### src/sv/cmps_ram.sv
module cmps_ram #(
    parameter int WIDTH = 8,
    parameter int DEPTH = 256
) (
    input  logic                     i_clk,
    input  logic                     i_we,
    input  logic [$clog2(DEPTH)-1:0] i_waddr,
    input  logic [WIDTH-1:0]         i_wdata,
    input  logic [$clog2(DEPTH)-1:0] i_raddr,
    output logic [WIDTH-1:0]         o_rdata
);

    logic [WIDTH-1:0] r_mem [DEPTH];
    logic [WIDTH-1:0] r_rdata;

    always_ff @(posedge i_clk) begin
        if (i_we) begin
            r_mem[i_waddr] <= i_wdata;
        end
        r_rdata <= r_mem[i_raddr];
    end

    assign o_rdata = r_rdata;

endmodule

### config.mk
export PLATFORM = sky130hd
export DESIGN_NAME = cmps_ram
export DESIGN_NICKNAME = d
export VERILOG_FILES = /design/src/sv/cmps_ram.sv
export SDC_FILE = /design/constraint.sdc
export NUM_CORES = 2
export LEC_CHECK = 0
export BUFFER_PORTS_ARGS = -buffer_cell sky130_fd_sc_hd__buf_2
export CORE_ASPECT_RATIO = 0.8
export CORE_MARGIN = 2
export CORE_UTILIZATION = 45
export CTS_BUF_LIST = sky130_fd_sc_hd__clkbuf_8
export CTS_CLUSTER_DIAMETER = 200
export DETAILED_ROUTE_END_ITERATION = 8
export SYNTH_ARGS = -nofsm -noshare
export SYNTH_HDL_FRONTEND = slang
export SYNTH_SLANG_ARGS = --single-unit
### constraint.sdc
create_clock -name i_clk -period 2.5 [get_ports i_clk]
set_input_delay 0.25 -clock i_clk [delete_from_list [all_inputs] [get_ports i_clk]]
set_output_delay 0.25 -clock i_clk [all_outputs]
set_load 0.005 [all_outputs]
# Word-level counts from Yosys, hierarchy flattened
# Memories as Yosys holds them, arrays and structs flattened. A register that Yosys moved wholly into a read port is not among the register bits.
# Index checks and enable logic that the tools add are counted.
# Widths: inputs -> output; s select.
# word_totals
ff_bits	0
inputBits	26
memories	1
ramBits	2048
# memory_table
memory	depth	width	rd	rd_clocked_by_memory_dff	wr	line_no	text
r_mem	256	8	1	1	1	13	logic [WIDTH-1:0] r_mem [DEPTH];
# op_classes
muxes	2
# ops
op	n
$mux 1	2

# Depth between registers and ports, before layout
# depth
ltp_word	2
depth_mapped	11

# Worst setup path after synthesis
# OpenSTA, ideal clock, no wires.
# synth_path
path_kind	input to register
from	in i_raddr[0]
to	reg r_rdata[2], in the netlist o_rdata[2], read port of r_mem
path_slack_ps	312
setup_time_ps	131
arrival_time_ps	2057
cell_stages	9
n_path_buf	4
cell_sequence	buf_6 buf_12 buf_8 buf_2 mux4_2 a22oi_1 a21oi_1 nor4_1 nor4_2
# synth_lines
element	line_no	text
from (decl)	9	input logic [$clog2(DEPTH)-1:0] i_raddr,
to (decl)	14	logic [WIDTH-1:0] r_rdata;

==> summary.json <==
{
  "synth_ff_type": {"value": "sky130_fd_sc_hd__edfxtp_1"},
  "crit_path_max_fanout": {"value": 1},
  "yosysWarningCount": {"value": 0},
  "final_cells": {"value": 7154},
  "post_synth_num_cell_types": {"value": 55},
  "area_leader_netlist": {"value": "sky130_fd_sc_hd__edfxtp_1"},
  "final-hold-violation-count": {"value": 0},
  "power_leakage": {"value": 30.56, "unit": "nW"},
  "timing.critical_path.from_type": {"value": "flip-flop"},
  "die_h": {"value": 380.1, "unit": "microns"},
  "placed_cells": {"value": 6564},
  "worst_setup_hold_path_clk_slew": {"value": 60, "unit": "ps"},
  "numPortBuffers": {"value": 33},
  "synthCells": {"value": 3733},
  "drt_first_pass_iters": {"value": 5},
  "maximum_buffer_depth_of_the_clock_tree": {"value": 4},
  "total_chip_power": {"value": 67.64, "unit": "mW"},
  "syn_area_per_cell": {"value": 21.31, "unit": "sq um"},
  "worstSkewPairLatency": {"value": 1050, "unit": "ps"},
  "finalWeightedCongestion": {"value": 0.8311},
  "final_max_tran_viols": {"value": 0},
  "final_nets": {"value": 4579},
  "via_count_of_the_first_global_routing_pass": {"value": 41630},
  "post_drt_wl_per_cell": {"value": 29.34, "unit": "microns"},
  "route.final.wire_length": {"value": 209900, "unit": "microns"},
  "core-area": {"value": 0.1750, "unit": "sq mm"},
  "cts_buffers": {"value": 331},
  "setup_violations": {"value": 0},
  "layout_min_cycle_time": {"value": 2474, "unit": "ps"},
  "async_reset_ff_share": {"value": 0, "unit": "%"},
  "drt_iter0_markers": {"value": 4919},
  "worst_clock_skew": {"value": 48.66, "unit": "ps"},
  "holdWs": {"value": 129.5, "unit": "ps"},
  "crit_type": {"value": "reg -> reg"},
  "drcViolationCount": {"value": 0},
  "mappedNetlistArea": {"value": 0.07956, "unit": "sq mm"},
  "share_of_the_synthesized_area_in_the_top_cell_type": {"value": 77.30, "unit": "%"},
  "final_min_period_over_clock_period": {"value": 98.95, "unit": "%"},
  "clk_root_buffer_cell": {"value": "sky130_fd_sc_hd__clkbuf_8"},
  "grt.overflow.total": {"value": 0},
  "num_vias": {"value": 41640},
  "timing.critical_path.required": {"value": 3380, "unit": "ps"},
  "initial_util": {"value": 45.46, "unit": "%"},
  "numClockSinks": {"value": 2056},
  "cp.arrival": {"value": 3350, "unit": "ps"},
  "synth-edff-count": {"value": 2048},
  "number_of_antenna_violations_at_the_first_check_in_global_routing": {"value": 12},
  "yosys_register_bits": {"value": 2056},
  "worst_ir_drop_vdd": {"value": 667.6, "unit": "uV"},
  "run_status": {"value": "completed"},
  "endpoint_kind": {"value": "flip-flop"},
  "worstHoldPathType": {"value": "in -> reg"},
  "power-per-cell-area": {"value": 724.6, "unit": "mW/mm^2"},
  "synth.top_cells.by_area": {"value": "sky130_fd_sc_hd__edfxtp_1 (77%), sky130_fd_sc_hd__mux4_2 (13%), sky130_fd_sc_hd__mux2i_1 (1.7%)"},
  "grt.total_usage": {"value": 23.26, "unit": "%"},
  "maxClockFrequency": {"value": 0.4042, "unit": "GHz"},
  "route.detailed.vias_per_inst": {"value": 5.820},
  "final_antenna_net_count": {"value": 0},
  "timing.max_slew.rel_slack": {"value": 44.14, "unit": "%"},
  "syn_nets": {"value": 3759},
  "dieArea": {"value": 0.1802, "unit": "sq mm"},
  "max_cap_viol_count": {"value": 0},
  "syn2layout_area_growth": {"value": 17.33, "unit": "%"},
  "chipWidth": {"value": 474.1, "unit": "microns"},
  "synth-seq-area-share": {"value": 77.50, "unit": "%"},
  "post_route_cells_drive_above_1_share": {"value": 32.49, "unit": "%"},
  "n_fill_cell": {"value": 13660},
  "floorplan.rows": {"value": 137},
  "detailedPlacementHpwl": {"value": 133000, "unit": "microns"},
  "cts_tree": {"value": "done"},
  "grt_first_pass_wirelength": {"value": 300500, "unit": "microns"},
  "io_pins": {"value": 34},
  "largest_net_degree_at_the_start_of_global_routing": {"value": 89},
  "cts_h_tree_depth": {"value": 5},
  "worst_slew_pin_slew": {"value": 837.9, "unit": "ps"}
}
[metrics by stage]
step                      TNS (ps)  setup slack, ps  utilization [%]  area, sq um
after floorplan                  0            312.1                -        79560
after global placement       -9020            -1325            49.95        87430
after detailed placement     -7398            -1241            49.97        87460
after CTS                        0            1.126            53.32        93310
after global routing        -67.78           -67.78            53.33        93340
final                            0            26.26            53.34        93350
[critical path, stage by stage, from the launching register on]
cell and delay (ps):
sky130_fd_sc_hd__edfxtp_1 390, sky130_fd_sc_hd__mux4_2 480, sky130_fd_sc_hd__mux4_2 540, sky130_fd_sc_hd__nor2b_1 200, sky130_fd_sc_hd__nor4_4 540, sky130_fd_sc_hd__nor4_1 150
[repair_timing]
| item | 4_1_cts | 5_1_grt |
|---|---|---|
| setup endpoints to repair | 7 | 2 |
| resized for setup | 12 | 2 |
| setup buffers | 0 | 0 |
| hold buffers | 19 | 0 |
| pin swaps | 0 | 1 |
| hold endpoints to repair | 2030 | 0 |
[cell families (layout without fill, tap and decap cells)]
| logic type | after synthesis | after routing | synth area share, % |
|---|---|---|---|
| AO/OA/AOI/OAI | 385 | 385 | 3.419 |
| flip-flops | 2056 | 2056 | 77.50 |
| buffers and inverters | 235 | 1285 | 1.831 |
| multiplexers | 591 | 591 | 14.62 |
| AND/OR/NAND/NOR | 466 | 466 | 2.628 |
| other | 0 | 8 | 0 |
[layer usage]
| metal | GRT usage [%] | wire [microns] | share of wire [%] | vias up |
|---|---|---|---|---|
| met5 | 0 | 13 | 0.0062 | - |
| met2 | 34.22 | 95160 | 45 | 1863 |
| met1 | 35.37 | 91970 | 44 | 22040 |
| met3 | 5.196 | 18130 | 8.6 | 345 |
| met4 | 5.828 | 4601 | 2.2 | 2 |
| li1 | - | - | - | 17390 |
[cell usage in the layout, fill, tap and decap left out, types with 4 or more instances in the layout]
cell type,synthesis,layout
sky130_fd_sc_hd__edfxtp_1,2048,2048
sky130_fd_sc_hd__buf_4,27,586
sky130_fd_sc_hd__mux4_2,454,454
sky130_fd_sc_hd__clkbuf_8,0,336
sky130_fd_sc_hd__nor2_1,282,279
sky130_fd_sc_hd__mux2i_1,134,134
sky130_fd_sc_hd__a22oi_1,133,133
sky130_fd_sc_hd__inv_1,1,113
sky130_fd_sc_hd__a21oi_1,96,96
sky130_fd_sc_hd__clkinv_1,1,86
sky130_fd_sc_hd__buf_12,8,83
sky130_fd_sc_hd__o221ai_1,46,46
sky130_fd_sc_hd__nand2_1,33,33
sky130_fd_sc_hd__nand3_1,34,32
sky130_fd_sc_hd__o22ai_1,28,28
sky130_fd_sc_hd__nor2b_1,31,28
sky130_fd_sc_hd__buf_2,31,22
sky130_fd_sc_hd__clkinv_2,0,20
sky130_fd_sc_hd__nor3_1,22,19
sky130_fd_sc_hd__dlygate4sd3_1,0,19
sky130_fd_sc_hd__nor4_1,24,17
sky130_fd_sc_hd__a211oi_1,16,16
sky130_fd_sc_hd__a221oi_1,13,11
sky130_fd_sc_hd__nand4_1,10,10
sky130_fd_sc_hd__o211ai_1,10,10
sky130_fd_sc_hd__o21ai_0,10,10
sky130_fd_sc_hd__buf_8,13,10
sky130_fd_sc_hd__diode_2,0,8
sky130_fd_sc_hd__nand2b_1,8,8
sky130_fd_sc_hd__a22o_1,8,8
sky130_fd_sc_hd__dfxtp_1,8,8
sky130_fd_sc_hd__nor4_2,3,7
sky130_fd_sc_hd__and2_1,6,6
sky130_fd_sc_hd__clkinvlp_4,0,6
sky130_fd_sc_hd__o22a_1,5,5
sky130_fd_sc_hd__or2_2,4,4
sky130_fd_sc_hd__o32ai_1,4,4
[Yosys cell counts, drive strengths merged (6+ instances only)]
cell    number
nor2b       31
o221ai      47
a21oi       96
a22oi      133
nor4        27
nor2       282
edfxtp    2048
o211ai      10
o22ai       28
o21ai       12
a211oi      16
a22o         8
clkbuf     111
and2         6
mux2i      134
mux4       456
a221oi      14
nand2b       8
nand4       10
buf        122
nand2       33
nand3       34
dfxtp        8
nor3        22
[layout make-up]
| cell class | instances | area (sq um) | share of cell area [%] |
|---|---|---|---|
| Clock buffer | 336 | 4624 | 4.954 |
| Tap cell | 2363 | 2957 | 3.167 |
| Clock inverter | 227 | 962.2 | 1.031 |
| Multi-Input combinational cell | 1442 | 16610 | 17.79 |
| Inverter | 2 | 7.507 | 0.008042 |
| Timing Repair Buffer | 720 | 6511 | 6.975 |
| Antenna cell | 8 | 20.02 | 0.02145 |
| Sequential cell | 2056 | 61660 | 66.05 |
[state kept, by name, indices dropped and copies added, names as in the netlist]
register  cells
o_rdata       8
r_mem      2048
[where the power goes]
part           switching (mW)  internal (mW)  leakage, nW
logic                    2.45           1.62         8.83
clock network            12.9           12.6         3.26
registers              0.0643           38.0         18.5
[path summary, 6_finish.rpt]
check	from	end	slack (ps)	depth (start not counted)
min reg2reg	r_mem[32][5]	o_rdata[5]	1070	7
min	i_raddr[4]	o_rdata[6]	130	5
max reg2reg	r_mem[84][4]	o_rdata[4]	30	5
max	r_mem[84][4]	o_rdata[4]	30	5
Power figures use the tool's default switching activity.
