==> src/sv/cmps_pkg.sv <==
package cmps_pkg;

    localparam int MEM_DEPTH   = 65536;  // power of two, 256 .. 65536
    localparam int MAX_PATTERN = 64;     // 1 .. 64

    localparam int ADDR_W  = $clog2(MEM_DEPTH);
    localparam int PADDR_W = (MAX_PATTERN > 1) ? $clog2(MAX_PATTERN) : 1;
    localparam int OFF_W   = $clog2(MAX_PATTERN + 1);
    localparam int CNT_W   = ADDR_W + 1;

    // fixed port widths
    localparam int PORT_ADDR_W = 16;
    localparam int PORT_PIDX_W = 6;
    localparam int PORT_LEN_W  = 7;

    typedef logic [ADDR_W-1:0]  t_addr;
    typedef logic [PADDR_W-1:0] t_paddr;
    typedef logic [OFF_W-1:0]   t_off;

    typedef enum logic [1:0] {
        KIND_MEM_WR = 2'd0,
        KIND_PAT_WR = 2'd1,
        KIND_SEARCH = 2'd2
    } t_kind;

    typedef struct packed {
        t_addr  mem_addr;
        t_paddr pat_addr;
    } t_rd_req;

    // one step of the candidate position, wrapping at the memory size
    function automatic t_addr step_pos(input t_addr p, input logic down);
        t_addr r;
        if (down) begin
            r = (p == '0) ? ADDR_W'(MEM_DEPTH - 1) : p - 1'b1;
        end else begin
            r = (p == ADDR_W'(MEM_DEPTH - 1)) ? '0 : p + 1'b1;
        end
        return r;
    endfunction

endpackage

==> src/sv/cmps_seq.sv <==
module cmps_seq (
    input  logic                             i_clk,
    input  logic                             i_rst_n,
    input  logic                             i_go,
    input  logic [cmps_pkg::PORT_ADDR_W-1:0] i_start_position,
    input  logic                             i_backward,
    input  logic [cmps_pkg::PORT_LEN_W-1:0]  i_pattern_length,
    input  logic [7:0]                       i_mem_rdata,
    input  logic [7:0]                       i_pat_rdata,
    output cmps_pkg::t_rd_req                o_rd,
    output logic                             o_busy,
    output logic                             o_valid,
    output logic                             o_found,
    output logic [cmps_pkg::PORT_ADDR_W-1:0] o_match_position,
    output logic [cmps_pkg::PORT_LEN_W-1:0]  o_match_length
);

    typedef enum logic {ST_IDLE, ST_SCAN} t_state;

    t_state                       r_state, n_state;
    cmps_pkg::t_addr              r_pos, n_pos;
    cmps_pkg::t_addr              r_maddr, n_maddr;
    cmps_pkg::t_off               r_off, n_off;
    cmps_pkg::t_off               r_len, n_len;
    logic [cmps_pkg::CNT_W-1:0]   r_count, n_count;
    logic                         r_down, n_down;
    logic                         r_pend, n_pend;
    logic                         r_last, n_last;
    logic                         r_valid, n_valid;
    logic                         r_found, n_found;
    cmps_pkg::t_addr              r_mpos, n_mpos;
    cmps_pkg::t_off               r_mlen, n_mlen;

    cmps_pkg::t_off  len_sat;
    cmps_pkg::t_addr first_pos;
    cmps_pkg::t_addr next_pos;
    logic            issue;
    logic            mismatch;

    assign len_sat = (32'(i_pattern_length) > cmps_pkg::MAX_PATTERN)
                   ? cmps_pkg::OFF_W'(cmps_pkg::MAX_PATTERN)
                   : cmps_pkg::OFF_W'(i_pattern_length);
    assign first_pos = cmps_pkg::step_pos(i_start_position[cmps_pkg::ADDR_W-1:0], i_backward);
    assign next_pos  = cmps_pkg::step_pos(r_pos, r_down);
    assign issue     = (r_off < r_len);
    assign mismatch  = r_pend && (i_mem_rdata != i_pat_rdata);

    always_comb begin
        n_state = r_state;
        n_pos   = r_pos;
        n_maddr = r_maddr;
        n_off   = r_off;
        n_len   = r_len;
        n_count = r_count;
        n_down  = r_down;
        n_pend  = r_pend;
        n_last  = r_last;
        n_valid = 1'b0;
        n_found = r_found;
        n_mpos  = r_mpos;
        n_mlen  = r_mlen;
        case (r_state)
            ST_IDLE: begin
                n_pend = 1'b0;
                if (i_go) begin
                    if (len_sat == '0) begin
                        // empty pattern hits the first candidate
                        n_valid = 1'b1;
                        n_found = 1'b1;
                        n_mpos  = first_pos;
                        n_mlen  = '0;
                    end else begin
                        n_state = ST_SCAN;
                        n_pos   = first_pos;
                        n_maddr = first_pos;
                        n_off   = '0;
                        n_len   = len_sat;
                        n_count = cmps_pkg::CNT_W'(1);
                        n_down  = i_backward;
                    end
                end
            end
            ST_SCAN: begin
                if (mismatch) begin
                    n_pend = 1'b0;
                    if (r_count == cmps_pkg::CNT_W'(cmps_pkg::MEM_DEPTH)) begin
                        n_state = ST_IDLE;
                        n_valid = 1'b1;
                        n_found = 1'b0;
                        n_mpos  = '0;
                        n_mlen  = '0;
                    end else begin
                        n_pos   = next_pos;
                        n_maddr = next_pos;
                        n_off   = '0;
                        n_count = r_count + 1'b1;
                    end
                end else if (r_pend && r_last) begin
                    n_state = ST_IDLE;
                    n_pend  = 1'b0;
                    n_valid = 1'b1;
                    n_found = 1'b1;
                    n_mpos  = r_pos;
                    n_mlen  = r_len;
                end else begin
                    // read in flight for this offset, compared next cycle
                    n_pend = issue;
                    n_last = (r_off + 1'b1 == r_len);
                    if (issue) begin
                        n_off   = r_off + 1'b1;
                        n_maddr = cmps_pkg::step_pos(r_maddr, 1'b0);
                    end
                end
            end
            default: begin
                n_state = ST_IDLE;
            end
        endcase
    end

    always_ff @(posedge i_clk) begin
        if (!i_rst_n) begin
            r_state <= ST_IDLE;
            r_pend  <= 1'b0;
            r_valid <= 1'b0;
        end else begin
            r_state <= n_state;
            r_pend  <= n_pend;
            r_valid <= n_valid;
        end
        r_pos   <= n_pos;
        r_maddr <= n_maddr;
        r_off   <= n_off;
        r_len   <= n_len;
        r_count <= n_count;
        r_down  <= n_down;
        r_last  <= n_last;
        r_found <= n_found;
        r_mpos  <= n_mpos;
        r_mlen  <= n_mlen;
    end

    assign o_rd.mem_addr    = r_maddr;
    assign o_rd.pat_addr    = r_off[cmps_pkg::PADDR_W-1:0];
    assign o_busy           = (r_state != ST_IDLE);
    assign o_valid          = r_valid;
    assign o_found          = r_found;
    assign o_match_position = cmps_pkg::PORT_ADDR_W'(r_mpos);
    assign o_match_length   = cmps_pkg::PORT_LEN_W'(r_mlen);

endmodule

==> config.mk <==
export PLATFORM = sky130hd
export DESIGN_NAME = cmps_seq
export DESIGN_NICKNAME = d
export VERILOG_FILES = /design/src/sv/cmps_pkg.sv /design/src/sv/cmps_seq.sv
export SDC_FILE = /design/constraint.sdc
export NUM_CORES = 1
export LEC_CHECK = 0
export BUFFER_PORTS_ARGS = -buffer_cell sky130_fd_sc_hd__buf_2
export CAP_MARGIN = 20
export CORE_UTILIZATION = 45
export DETAILED_ROUTE_END_ITERATION = 16
export PLACE_DENSITY = 0.62
export RECOVER_POWER = 50
export SYNTH_ARGS = -nofsm -noshare
export SYNTH_HDL_FRONTEND = slang
export SYNTH_SLANG_ARGS = --single-unit
==> constraint.sdc <==
create_clock -name i_clk -period 7.15 [get_ports i_clk]
set_input_delay 0.715 -clock i_clk [delete_from_list [all_inputs] [get_ports i_clk]]
set_output_delay 0.715 -clock i_clk [all_outputs]
set_load 0.02 [all_outputs]
# Word-level counts from Yosys, hierarchy flattened
# Cells that the tools add are included.
[word_totals] register_bits=92 output_inout_bits=48 wordCells=114
[op_classes] addsub=7 magnitude_cmp=2 n_eq_ne=16 n_mux=62 bitwise_logic=4 n_reduce_logical=10
[ops] operator="16-bit 2-to-1 mux" count=19
[ops] operator="16-bit case mux with 2 select lines" count=3
[ops] operator="7-bit 2-to-1 mux" count=12
[ops] operator="17-bit 2-to-1 mux" count=4
[ops] operator="16-bit by 1-bit adder with 16-bit output (second input constant)" count=3
[ops] operator="16-bit == test (second input constant)" count=3
[ops] operator="17-bit case mux with 2 select lines" count=1
[ops] operator="16-bit logical NOT" count=2
[ops] operator="16-bit by 1-bit subtractor with 16-bit output (second input constant)" count=2
[ops] operator="7-bit case mux with 2 select lines" count=2
[ops] operator="17-bit by 1-bit adder with 17-bit output (second input constant)" count=1
[ops] operator="17-bit == test (second input constant)" count=1
[ops] operator="1-bit 2-to-1 mux" count=17
[ops] operator="2-bit != test (second input constant)" count=4
[ops] operator="8-bit != test" count=1
[ops] operator="1-bit case mux with 2 select lines" count=4
[ops] operator="4-bit AND reduction" count=2
[ops] operator="7-bit by 1-bit adder with 7-bit output (second input constant)" count=1
[ops] operator="7-bit == test" count=1
[ops] operator="7-bit > comparator (second input constant)" count=1
[ops] operator="7-bit logical NOT" count=1
[ops] operator="7-bit < comparator" count=1
[ops] operator="3-bit by 1-bit != test with 1-bit output (second input constant)" count=2
[ops] operator="3-bit != test (second input constant)" count=2
[ops] operator="other kinds (6)" count=11

# Depth between registers and ports, before layout
# Gate-level depths: netlist of run 1.
[logic_depth] depth_word=6 ltp_mapped=9 ltp_nobuf=8

# Least setup slack after synthesis of run 1
# Ideal clock, no wire load.
[synth_path] path_kind="input-to-reg" from="input port i_mem_rdata[6]" to="register r_maddr[0] (enable)" arrival_ps=3530 required_time_ps=6711 path_slack_ps=3181 cell_stages=7 n_path_buf=1 cell_sequence="xnor2_1 nand4_1 o21ai_1 buf_2 nor2_1 a221oi_1 a211oi_1"
[synth_via] elab_chain_len=4
[synth_rtl] item="from (decl)" line_no="cmps_seq.sv:8" rtl="input logic [7:0] i_mem_rdata,"
[synth_rtl] item="8-bit != test (*)" line_no="cmps_seq.sv:46" rtl="assign mismatch = r_pend && (i_mem_rdata != i_pat_rdata);"
[synth_rtl] item="1-bit logical AND (*)" line_no="cmps_seq.sv:46"
[synth_rtl] item="3-bit != test (no source line) / 3-bit by 1-bit != test with 1-bit output (equally long branches)"
[synth_rtl] item="5-bit AND reduction (no source line) (*)"
[synth_rtl] item="to (signal assigned)" line_no="cmps_seq.sv:132" rtl="r_maddr <= n_maddr;"
[synth_rtl] item="to (decl)" line_no="cmps_seq.sv:22" rtl="cmps_pkg::t_addr r_maddr, n_maddr;"
# Mark *: on every way between the ends. The rest lies on a longest branch, timed or not.
# A chain may end at the register's enable or synchronous reset.

# Final worst setup path of run 1
[layout_path] from="input port i_pat_rdata[6]" to="register r_mpos[12] (netlist: o_match_position[12]) (enable)"
[layout_via] elab_chain_len=4
[layout_rtl] item="from (decl)" line_no="cmps_seq.sv:9" rtl="input logic [7:0] i_pat_rdata,"
[layout_rtl] item="8-bit != test (*)" line_no="cmps_seq.sv:46"
[layout_rtl] item="1-bit logical AND (*)" line_no="cmps_seq.sv:46"
[layout_rtl] item="3-bit by 2-bit != test with 1-bit output (no source line) / 3-bit by 1-bit != test with 1-bit output (equally long branches)"
[layout_rtl] item="4-bit AND reduction (no source line) (*)"
[layout_rtl] item="to (signal assigned)" line_no="cmps_seq.sv:139" rtl="r_mpos <= n_mpos;"
[layout_rtl] item="to (decl)" line_no="cmps_seq.sv:31" rtl="cmps_pkg::t_addr r_mpos, n_mpos;"
# Marked as above.

==> flow_metrics.py, run 1 <==
metrics = {
    "outcome": {
        "status": "complete, but fails checks",
        "violations": "capacitance limit, slew limit",
    },
    "synth": {
        "netlist_instances": 628,
        "ys_warn_count": 0,
        "synthFlopType": "edfxtp_1",
        "synth_area_leaders": "edfxtp_1 (44%), xnor2_1 (5.3%), xor2_1 (4.0%)",
        "yosys-top-cells-count": "edfxtp_1 (89), nor2_1 (58), nand2_1 (49)",
        "synthesis.area_sq_mm": 0.00614,
        "avgSynthCellArea_sq_um": 9.77,
        "yosysTopAreaCell": "edfxtp_1",
        "synth-async-reset-ratio_pct": 0,
        "syn-num-nets": 686,
        "synth_seq_cells": 92,
        "yosysTopAreaCellShare_pct": 43.6,
        "synth.most_common_cell": "edfxtp_1",
        "ys_types": 72,
        "ys_seq_area_share_pct": 44.5,
        "synth_edf_count": 89,
    },
    "setup_path": {
        "critPathBufInv": 2,
        "required_ns": 7.19,
        "cpLargestDelayFamily": "simple AND/OR/NAND/NOR gates",
        "path_cells": "buf_2 -> xnor2_1 -> nand4_1 -> o21ai_0 -> nor2_1 -> a21oi_1 -> nor3b_2 -> buf_4",
        "crit_path_top_delay_cell": "o21ai_0",
        "critPathLaunchType": "input port",
        "critPathKind": "input port to register",
        "critical_path_arrival_ns": 4.26,
        "cp_slowest_stage_delay_ns": 1.11,
        "cp-end-kind": "register",
        "critPathMaxFanout": 13,
    },
    "grt": {
        "antenna_found_initial": 0,
        "grt_usage_pct": 24.2,
        "grt_max_degree": 37,
        "overflow": 0,
        "grt_pass1_wl_um": 26400,
        "grt_pass1_vias": 4991,
    },
    "clock_network": {
        "clkSinkCount": 92,
        "cts_resized": 0,
        "clk_latency_ns": 0.35,
        "cts-buffers-inserted": 9,
        "cts_tree": "done",
        "postCtsHoldBufs": 0,
        "cts_max_path_buffers": 2,
        "post_cts_buffers": 0,
        "ctsRootBufferMaster": "clkbuf_16",
        "cts_max_level": 3,
        "path_clk_slew_ns": 0.07,
    },
    "timing": {
        "drv_slew": 37,
        "rsz0062_at_grt": "false",
        "finalSetupViolCount": 0,
        "fin_crit_ns": 4.22,
        "period_share_pct": 59.0,
        "clock_skew_ns": 0.00892,
        "worst_slew_pin_slew_ns": 1.93,
        "slew_headroom_pct": -28.3,
        "clock.fmax_mhz": 237,
        "finalSetupTns_ns": 0,
        "whs_ns": 0.571,
        "final-hold-violation-count": 0,
    },
    "job": {
        "maxCapViolations": 1,
    },
    "pwr": {
        "peakVddDrop_uv": 130,
        "cellLeakagePower_uw": 0.00243,
        "p_int_uw": 1080,
        "switching_share_pct": 32.9,
        "clockPowerShare_pct": 30.4,
        "p_switching_uw": 533,
        "pwr-share-comb_pct": 22.4,
        "seq_power_share_pct": 47.2,
        "power.density_mw_per_mm2": 235,
    },
    "hold_path": {
        "min_path_type": "register to register",
    },
    "placed_design": {
        "post-dp-hpwl_um": 12200,
        "portBuffers": 90,
        "gp_congestion": 0.886,
    },
    "floorplanning": {
        "dieArea_sq_mm": 0.0141,
        "die-height_um": 119,
        "die_w_um": 119,
        "ioPinCount": 91,
        "start_util_pct": 46.2,
        "coreArea_sq_mm": 0.0133,
        "fp-row-count": 42,
    },
    "layout": {
        "drive_above_1_share_pct": 11.0,
        "syn2layout_area_growth_pct": 12.3,
        "n_antenna_cell": 0,
        "fin_util_pct": 51.8,
        "nets": 747,
    },
    "drt": {
        "drc": 0,
        "drt_pass1_iterations": 7,
        "post_drt_wl_per_cell_um": 18.9,
        "routed_via_density": 6.05,
        "final_antenna_net_count": 0,
        "drt_iter0_drc": 507,
        "via_count": 5262,
        "detail_route.wirelength_um": 16400,
    },
}
[worst register-to-register path, stage by stage, from the launching register on]
cell      delay, ns
dfxtp_1        0.32
clkbuf_1       1.38
and2_0         0.96
a221oi_1       0.33
a211oi_4       0.42
buf_8          0.24
[cell type report]
type	count	area, sq um
Fill cell	1240	6410
Clock buffer	9	225
Sequential cell	92	2730
Timing Repair Buffer	94	422
Tap cell	176	220
Clock inverter	7	78.8
Inverter	21	78.8
Multi-Input combinational cell	471	3130
[power by group through the flow]
stage / sequential (uW) / combinational (uW) / clock, uW
final: 763 / 362 / 492
after global routing: 772 / 396 / 522
after CTS: 761 / 367 / 500
after detailed placement: 772 / 364 / 0
after global placement: 770 / 358 / 0
after floorplan: 762 / 251 / 0
[cell usage in the layout, fill, tap and decap left out, drive strengths merged, types with 3 or more instances in the layout]
cell	n
or4	5
o21ai	19
o22ai	5
edfxtp	89
o211ai	3
nand2	49
buf	43
a21oi	22
a31oi	5
or3	8
and3	12
nand3	34
o31ai	4
a311o	3
nor4	13
o21a	6
a21o	20
o221ai	6
ha	15
and2	5
and4	6
or2	3
a221o	7
nor2	58
nor3	21
nor2b	11
mux2i	3
o21bai	6
inv	25
clkbuf	60
xor2	28
xnor2	37
nand4	22
dfxtp	3
[worst paths after layout]
kind | from | to | slack [ns] | cells past startpoint
worst max register to register | o_busy | r_maddr[5] | 3.18 | 5
worst min-delay path | r_last | r_pend | 0.57 | 3
worst min register to register | r_last | r_pend | 0.57 | 3
worst max-delay path | i_pat_rdata[6] | o_match_position[12] | 2.93 | 8
[through the flow]
| step | cell area (sq um) | instances | worst slack, ns | power (uW) |
|---|---|---|---|---|
| 6_report | 6890 | 870 | 2.93 | 1620 |
| 5_1_grt | 6890 | 870 | 2.66 | 1690 |
| 4_1_cts | 6940 | 869 | 3.26 | 1630 |
| 3_5_place_dp | 6640 | 853 | 2.91 | 1140 |
| 3_3_place_gp | 6640 | 853 | 3.06 | 1130 |
| 2_1_floorplan | 6140 | 628 | 3.18 | 1010 |
[metal layers]
| metal | global-route usage [%] | up-vias | part of all wire (%) | routed length (um) |
|---|---|---|---|---|
| met5 | 0 | - | 0 | 0 |
| met4 | 11.8 | 0 | 3.4 | 552 |
| met3 | 3.38 | 40 | 5.9 | 965 |
| met2 | 38.6 | 230 | 47 | 7780 |
| met1 | 32.4 | 2521 | 43 | 7120 |
| li1 | - | 2471 | - | - |
[kinds of logic after synthesis]
family / Yosys count / synth area share [%]
xor gates and xnor gates: 65 / 9.28
AOI/OAI and AO/OA: 130 / 15.4
buffers and inverters: 65 / 4.77
DFF: 92 / 44.5
and+or+nand+nor: 258 / 22.5
muxes: 3 / 0.489
adders and majority gates: 15 / 3.06
[flip-flops by register name, summed over array words and instances (netlist names)]
register / count
r_len: 7
o_valid: 1
r_off: 7
o_match_length: 7
r_pend: 1
r_count: 17
r_down: 1
r_maddr: 16
r_pos: 16
o_found: 1
o_busy: 1
r_last: 1
o_match_position: 16
(Power assumes the default switching activity.)
==> run 2, diff against run 1 <==
- clock period: 7.15 -> 4.2 ns (I/O delays scaled with it)
==> run 2 against run 1 <==
The run now ends clean. Final area is 0.27% lower. Flip-flop and latch count stayed put. Sequential power grew 70%. Setup slack lost 1.7 ns. Core utilization down 0.14 points. Total power grew 67%. First-iteration DRC count did not move. Worst hold slack worse by 0.26 ns. Critical path depth is 3 lower. Critical endpoint is now r_maddr[6]. Largest power group unchanged. Highest routed layer unchanged.
==> flow_metrics.py, run 2 (same netlist as run 1, synthesis figures left out) <==
metrics = {
    "grt": {
        "grt_pass1_vias": 4941,
        "antenna_found_initial": 0,
        "grt_max_degree": 37,
        "grt_pass1_wl_um": 25800,
        "overflow": 0,
        "grt_usage_pct": 23.5,
    },
    "timing": {
        "worst_slew_pin_slew_ns": 0.998,
        "finalSetupViolCount": 0,
        "rsz0062_at_grt": "false",
        "period_share_pct": 71.4,
        "fin_crit_ns": 3.00,
        "clock_skew_ns": 0.0104,
        "finalSetupTns_ns": 0,
        "slew_headroom_pct": 33.4,
        "clock.fmax_mhz": 333,
        "final-hold-violation-count": 0,
        "drv_slew": 0,
        "fin_ws_ns": 1.20,
    },
    "drt": {
        "drt_pass1_iterations": 5,
        "drc": 0,
        "post_drt_wl_per_cell_um": 18.7,
        "via_count": 5254,
        "routed_via_density": 6.03,
        "detail_route.wirelength_um": 16300,
        "final_antenna_net_count": 0,
        "drt_iter0_drc": 507,
    },
    "clock_network": {
        "cts_tree": "done",
        "cts-buffers-inserted": 9,
        "cts_max_level": 3,
        "cts_max_path_buffers": 2,
        "clk_latency_ns": 0.35,
        "postCtsHoldBufs": 0,
        "path_clk_slew_ns": 0.07,
        "post_cts_buffers": 0,
        "clkSinkCount": 92,
        "ctsRootBufferMaster": "clkbuf_16",
        "cts_resized": 0,
    },
    "job": {
        "maxCapViolations": 0,
    },
    "placed_design": {
        "post-dp-hpwl_um": 11800,
        "place_ws_ns": 1.18,
        "gp_congestion": 0.920,
        "portBuffers": 90,
    },
    "pwr": {
        "seq_power_share_pct": 48.2,
        "cellLeakagePower_uw": 0.00243,
        "p_switching_uw": 910,
        "clockPowerShare_pct": 29.0,
        "power.density_mw_per_mm2": 392,
        "peakVddDrop_uv": 272,
        "switching_share_pct": 33.8,
        "pwr-share-comb_pct": 22.8,
        "p_int_uw": 1780,
    },
    "floorplanning": {
        "dieArea_sq_mm": 0.0141,
        "coreArea_sq_mm": 0.0133,
        "die-height_um": 119,
        "start_util_pct": 46.2,
        "ioPinCount": 91,
        "fp-row-count": 42,
        "die_w_um": 119,
    },
    "setup_path": {
        "worstReg2RegEnd": "r_maddr[6]",
        "critical_path_arrival_ns": 3.04,
        "required_ns": 4.24,
        "cp-end-kind": "register",
        "rrSetupSlack_ns": 1.20,
        "critPathKind": "register to register",
        "r2r-start": "o_busy",
        "critPathMaxFanout": 28,
        "rr_worst_depth": 5,
        "critPathLaunchType": "register",
    },
    "layout": {
        "n_antenna_cell": 0,
        "regMostFlops": "r_count",
        "largest_reg_flops": 17,
        "layout_commonest_cell": "edfxtp_1",
        "syn2layout_area_growth_pct": 11.9,
        "nets": 749,
        "drive_above_1_share_pct": 11.2,
        "mostFrequentLayoutCells": "edfxtp_1 (89), nor2_1 (57), clkbuf_1 (52)",
    },
    "outcome": {
        "status": "finished clean",
    },
    "hold_path": {
        "hp-start": "i_rst_n",
        "holdPathStages": 3,
        "min_path_type": "input port to register",
        "min_to": "r_pend",
    },
}
==> run 2: area by class of cell <==
class	instances	area, sq um
Fill cell	1274	6430
Multi-Input combinational cell	471	3130
Sequential cell	92	2730
Timing Repair Buffer	96	425
Clock buffer	9	225
Tap cell	176	220
Inverter	21	78.8
Clock inverter	7	56.3
==> run 2: worst max-delay path, cell delays in order (launching register included) <==
cell,delay (ns)
dfxtp_1,0.33
inv_1,0.42
nor2_1,0.74
a221oi_1,0.32
a211oi_4,0.53
buf_4,0.34
==> run 2: how the worst max path moves through the flow <==
stage	from	to	slack [ns]
2_1_floorplan	i_mem_rdata[6]	r_maddr[0]	0.53
3_3_place_gp	i_pat_rdata[6]	r_maddr[1]	1.26
3_5_place_dp	i_pat_rdata[3]	r_maddr[4]	1.18
4_1_cts	r_pos[1]	r_maddr[13]	1.38
5_1_grt	o_busy	r_maddr[7]	1.03
6_report	o_busy	r_maddr[6]	1.20
==> run 2: power groups by stage <==
stage	combinational [uW]	sequential, uW	clock, uW
after CTS	628	1290	796
after global routing	670	1310	829
final	613	1300	782
after global placement	615	1310	0
after detailed placement	622	1310	0
after floorplan	427	1300	0
==> run 2: stage by stage <==
stage / hold WS, ns / total power (uW) / std cells / instance area, sq um / util (%)
2_1_floorplan: 0.519 / 1730 / 628 / 6140 / -
3_3_place_gp: 0.573 / 1920 / 856 / 6660 / 50.1
3_5_place_dp: 0.579 / 1930 / 856 / 6660 / 50.1
4_1_cts: 0.298 / 2720 / 872 / 6940 / 52.2
5_1_grt: 0.321 / 2810 / 872 / 6870 / 51.7
6_report: 0.313 / 2690 / 872 / 6870 / 51.7
==> run 2: per-layer routing <==
| layer | GRT usage, % | vias to the layer above | part of all wire, % |
|---|---|---|---|
| met3 | 3.33 | 28 | 5.7 |
| met2 | 38.6 | 222 | 48 |
| met4 | 9.49 | 0 | 2.0 |
| li1 | - | 2474 | - |
| met1 | 31.1 | 2530 | 45 |
| met5 | 0 | - | 0 |
